==> config.mk <==
export PLATFORM = sky130hd
export DESIGN_NAME = rpa_addr_check
export DESIGN_NICKNAME = d
export VERILOG_FILES = /design/src/hdl/rpa_pkg.sv /design/src/hdl/rpa_addr_check.sv
export SDC_FILE = /design/constraint.sdc
export NUM_CORES = 1
export LEC_CHECK = 0
export ABC_AREA = 1
export BUFFER_PORTS_ARGS = -buffer_cell sky130_fd_sc_hd__buf_2
export CORE_ASPECT_RATIO = 1.75
export CORE_MARGIN = 1.5
export CORE_UTILIZATION = 43
export DETAILED_ROUTE_END_ITERATION = 6
export PLACE_DENSITY = 0.71
export SLEW_MARGIN = 20
export SYNTH_ARGS = -nofsm -noshare
export SYNTH_HDL_FRONTEND = slang
export SYNTH_SLANG_ARGS = --single-unit
==> constraint.sdc <==
create_clock -name vclk -period 2.4
set_input_delay 0.12 -clock vclk [all_inputs]
set_output_delay 0.12 -clock vclk [all_outputs]
set_load 0.05 [all_outputs]
==> src/hdl/rpa_pkg.sv <==
// Package for the reference-counted page allocator.
// Field widths, request and status codes, register indexes and defaults.
// No dependencies.
package rpa_pkg;

   localparam int ADDR_W     = 34;
   localparam int KIND_W     = 2;
   localparam int STATUS_W   = 3;
   localparam int CNT_OUT_W  = 16;
   localparam int CSR_IDX_W  = 2;

   localparam int DEF_PAGE_COUNT = 32768;
   localparam int DEF_PAGE_BYTES = 4096;
   localparam int DEF_COUNT_BITS = 16;

   localparam logic [KIND_W-1:0] KIND_ALLOC  = 2'd0;
   localparam logic [KIND_W-1:0] KIND_FREE   = 2'd1;
   localparam logic [KIND_W-1:0] KIND_ADDREF = 2'd2;

   localparam logic [STATUS_W-1:0] ST_ALLOCATED = 3'd0;
   localparam logic [STATUS_W-1:0] ST_NO_MEMORY = 3'd1;
   localparam logic [STATUS_W-1:0] ST_RETURNED  = 3'd2;
   localparam logic [STATUS_W-1:0] ST_DROPPED   = 3'd3;
   localparam logic [STATUS_W-1:0] ST_ADDED     = 3'd4;
   localparam logic [STATUS_W-1:0] ST_BAD_ADDR  = 3'd5;
   localparam logic [STATUS_W-1:0] ST_SATURATED = 3'd6;

   localparam logic [CSR_IDX_W-1:0] REG_REGION_BASE  = 2'd0;
   localparam logic [CSR_IDX_W-1:0] REG_FIRST_USABLE = 2'd1;
   localparam logic [CSR_IDX_W-1:0] REG_REGION_TOP   = 2'd2;

   localparam logic [ADDR_W-1:0] RESET_REGION_BASE  = 34'h0_8000_0000;
   localparam logic [ADDR_W-1:0] RESET_FIRST_USABLE = 34'h0_8000_0000;
   localparam logic [ADDR_W-1:0] RESET_REGION_TOP   = 34'h0_8800_0000;

endpackage

==> src/hdl/rpa_addr_check.sv <==
// Address check for free and add-reference requests: alignment, limits and
// page index range. Depends on rpa_pkg; PAGE_BYTES is a power of two.
module rpa_addr_check
   import rpa_pkg::*;
#(
   parameter int PAGE_COUNT = DEF_PAGE_COUNT,
   parameter int PAGE_BYTES = DEF_PAGE_BYTES
) (
   input  logic [ADDR_W-1:0]             page_addr,
   input  logic [ADDR_W-1:0]             region_base,
   input  logic [ADDR_W-1:0]             first_usable,
   input  logic [ADDR_W-1:0]             region_top,
   output logic                          addr_ok,
   output logic [$clog2(PAGE_COUNT)-1:0] page_idx
);
   localparam int IDX_W      = $clog2(PAGE_COUNT);
   localparam int PAGE_SHIFT = $clog2(PAGE_BYTES);

   logic [ADDR_W-1:0] offset;
   logic [ADDR_W-1:0] page_full;
   logic              aligned;
   logic              in_limits;
   logic              in_range;

   always_comb begin
      offset    = page_addr - region_base;
      page_full = offset >> PAGE_SHIFT;
      aligned   = (page_addr[PAGE_SHIFT-1:0] == '0);
      in_limits = (page_addr >= first_usable) && (page_addr >= region_base) &&
                  (page_addr < region_top);
      in_range  = (64'(page_full) < 64'(PAGE_COUNT));
      addr_ok   = aligned && in_limits && in_range;
      page_idx  = page_full[IDX_W-1:0];
   end
endmodule

# Yosys cells after proc, flatten, opt, wreduce, memory -nomap -nowiden
# Cells that the tools add are included.
[word_totals]
ff_bits = 0
latch_bits = 0
mem_bits_rw = 0
mem_bits_ro = 0
inputBits = 136
n_memories = 0
[classes]
addsub = 1
mul = 0
div = 0
magnitude_cmp = 4
eq_ne = 0
n_shift = 0
muxes = 0
n_bitwise = 0
n_reduce_logical = 5
[ops]
columns = ["operator", "count"]
rows = [
  ["$ge A34 B34 Y1", 2],
  ["$lt A34 B34 Y1", 1],
  ["$sub A34 B34 Y34", 1],
  ["$lt A22 B16 Y1 const B", 1],
  ["$logic_not A12 Y1", 1],
  ["$logic_and A1 B1 Y1", 4],
]

# Depth between registers and ports, before layout
[logic_depth]
word_depth = 5
depth_mapped = 19
depth_no_buf = 19

# Worst setup path after synthesis
# Ideal clock, no wire load.
[synth_timing]
kind = "input port to output port"
start = "in region_base[14]"
end = "out page_idx[12]"
t_arrival_ns = 1.942
t_required_ns = 2.280
slack_ns = 0.338
stages = 9
path_buffers = 0
path_cell_list = "inv_1 ha_1 nand2_2 nor2_4 nor3b_2 nand2_1 nand2_2 a31oi_1 xnor2_1"
[synth_between]
elab_chain_len = 1
[synth_rtl]
columns = ["element", "line", "source"]
rows = [
  ["from (decl)", "rpa_addr_check.sv:10", "input logic [ADDR_W-1:0] region_base,"],
  ["$sub A34 B34 Y34", "rpa_addr_check.sv:26", "offset = page_addr - region_base;"],
  ["to (decl)", "rpa_addr_check.sv:14", "output logic [$clog2(PAGE_COUNT)-1:0] page_idx"],
]
# No other way between the ends.

# Worst setup path in the final report
[layout_timing]
start = "in page_addr[29]"
end = "out addr_ok"
[layout_between]
elab_chain_len = 5
[layout_rtl]
columns = ["element", "line", "source"]
rows = [
  ["from (decl)", "rpa_addr_check.sv:9", "input logic [ADDR_W-1:0] page_addr,"],
  ["parallel branches: the longest is 4 deep, another holds $sub A34 B34 Y34", "n/a", ""],
  ["$logic_and A1 B1 Y1 (*)", "rpa_addr_check.sv:32", "addr_ok = aligned && in_limits && in_range;"],
  ["to (decl)", "rpa_addr_check.sv:13", "output logic addr_ok,"],
]
# Every way passes the cells marked *.

==> out/metrics.csv <==
stage,metric,value,unit
setup_path,Crit Path Max Fanout,5,
sta,RSZ-0062 raised after global routing,false,
floorplanning,die footprint,9960,µm²
global_route,gr usage total,24.6,%
cells_and_area,CLK BUF,0,
cells_and_area,nets,1124,
sta,maximum clock rate,434,MHz
logic_synthesis,post-synth net total,961,
placed_design,DP HPWL,11400,µm
routing,"wirelength, routed",12400,µm
global_route,GR Overflow Total,0,
setup_path,CP endpoint kind,primary output,
power,P per Cell Area,249,nW/µm²
cells_and_area,fin area,5010,µm²
global_route,largest net degree at the start of global routing,7,
setup_path,CP Data Arrival Time,2.18,ns
cells_and_area,"commonest non-fill, non-tap cell in the layout",nand2_1,
logic_synthesis,"Cell Area, Synth",4020,µm²
setup_path,CP max stage delay,0.36,ns
cells_and_area,FF/Latch Area,0,µm²
routing,Routed WL per cell,12.4,µm
sta,setup_tns,0,ns
cells_and_area,number of fill cells,1039,
logic_synthesis,Mapped Cells,724,
run,max-cap violations,0,
placed_design,Area after DPL,5000,µm²
floorplanning,# rows,46,
cts,hold buffers post-CTS,0,
cells_and_area,ant diodes,0,
cells_and_area,Seq cells,0,
routing,post-route ant nets,0,
routing,via/cell ratio,4.90,
placed_design,Port Buffers,152,
setup_path,Crit-path slowest cell,ha_1,
setup_path,kind of critical path,input port to primary output,
cells_and_area,share of cells above drive strength 1,19.9,%
global_route,vias in the first global route,4732,
worst_hold_path,hold wc startpoint,page_addr[20],
outcome,status,completed,
power,VDD IR-drop max,0.000228,V
placed_design,gpl congestion,0.951,
setup_path,WP data required,2.28,ns
sta,Final Hold Fails,0,
setup_path,most frequent CP cell,nand2_1,
global_route,initial antenna violation count,0,
setup_path,Worst path top cell family by delay,simple AND/OR/NAND/NOR gates,
logic_synthesis,Syn Area/Cell,5.55,µm²
routing,vias post-DR,4925,
routing,DRT iter0 DRCs,200,
global_route,first-pass GRT wire length,20100,µm
logic_synthesis,synth unique cells,27,
setup_path,Worst Setup SP,page_addr[29],
setup_path,CP startpoint kind,input port,
floorplanning,effective utilization at floorplan,44.2,%
sta,Final Max Slew Viols,0,
cells_and_area,"commonest cells after routing, fill and taps aside","203 x nand2_1, 165 x inv_1, 151 x buf_2, 101 x ha_1, 62 x a21oi_1",
cells_and_area,area grow syn2layout,24.8,%
logic_synthesis,Syn. warnings,0,
floorplanning,Chip Height,131,µm
worst_hold_path,Hold Path Class,input port to primary output,
sta,Final min period,2.30,ns
power,leakage power,3.21,nW
floorplanning,Die W,76.1,µm
floorplanning,Ports,152,
sta,period utilisation layout,95.9,%
routing,drc violations,0,
floorplanning,core outline area,9090,µm²
setup_path,critical-path cell list,buf_2 -> ha_1 -> inv_1 -> o21ai_0 -> nor2_1 -> o21ai_0 -> a21oi_1 -> nand2_1 -> nand2_1 -> nand2_1 -> nor2_1 -> nand2_1 -> nor2_2 -> buf_4,
setup_path,Worst Path Buf+Inv,3,
routing,First-pass DRT Iterations,6,
sta,Tightest Pin Transition,0.347,ns
sta,final setup vio count,0,
sta,relative slew slack,76.8,%
logic_synthesis,register area share after synthesis,0,%
==> cells in the mapped netlist <==
| cell type | count | area, µm² |
|---|---|---|
| ha_1 | 101 | 1260 |
| nor3_1 | 6 | 30.0 |
| xnor2_1 | 7 | 61.3 |
| nor4_2 | 1 | 12.5 |
| nand2_1 | 203 | 762 |
| nor3b_2 | 1 | 12.5 |
| a21oi_1 | 64 | 320 |
| o21ai_1 | 3 | 15.0 |
| a21o_1 | 4 | 30.0 |
| xor2_1 | 8 | 70.1 |
| nor3b_1 | 1 | 7.51 |
| a31oi_1 | 10 | 62.6 |
| nor2_4 | 1 | 11.3 |
| inv_2 | 1 | 3.75 |
| nand3_1 | 23 | 115 |
| o21a_1 | 5 | 37.5 |
| nand3b_1 | 3 | 22.5 |
| inv_1 | 165 | 619 |
| o21ai_0 | 24 | 120 |
| a21boi_0 | 1 | 7.51 |
| nand2_2 | 4 | 25.0 |
| o211ai_1 | 1 | 7.51 |
| nand4_1 | 11 | 68.8 |
| nor2_2 | 5 | 31.3 |
| o21bai_1 | 6 | 45.0 |
| nor2_1 | 60 | 225 |
| nor4_1 | 5 | 31.3 |
==> final timing paths <==
| kind | to | slack (ns) | cells past startpoint |
|---|---|---|---|
| worst max-delay path | addr_ok | 0.1 | 14 |
| worst min-delay path | page_idx[8] | 0.85 | 4 |
==> kinds of logic after synthesis <==
logic type	after synthesis	share of synthesized area, %
AOI/OAI and AO/OA	118	16.1
xor gates and xnor gates	15	3.27
buffers and inverters	166	15.5
adders and majority gates	101	31.4
and+or+nand+nor	324	33.7
==> layer usage <==
layer / routed length (µm) / share of wire [%] / global-route usage (%)
met1: 4540 / 36 / 23.1
met3: 465 / 3.7 / 1.32
met5: 0 / 0 / 0
met2: 6720 / 54 / 52.8
met4: 702 / 5.6 / 12.6
==> through the flow <==
stage	hold slack, ns	worst slack [ns]	util (%)	instances	power (mW)
CTS	0.857	0.0909	55.0	1005	1.25
global placement	0.840	0.0882	55.0	1005	1.24
detailed placement	0.854	0.0950	55.0	1005	1.24
finish	0.850	0.0983	55.1	1005	1.25
floorplan	0.614	0.338	-	724	0.850
global route	0.885	0.000960	55.1	1005	1.40
==> final cells by class <==
type               count  area [µm²]  share of cell area (%)
multi-input cells    558        3410                    68.0
repair buffers       161         831                    16.6
inverters            166         623                    12.4
well taps            120         150                    2.99
==> where the power goes <==
part	internal, mW	leakage [nW]	switching (mW)	total, mW
clock	0	0	0	0
combinational	0.435	3.21	0.812	1.25
sequential	0	0	0	0
==> repair_timing <==
item                                    CTS  global route
hold endpoints to repair                  0             0
endpoints found under the setup margin    0             1
gates resized for setup                   0             5
buffers inserted                          0             0
No activity file was read; power rests on OpenSTA's default activity.
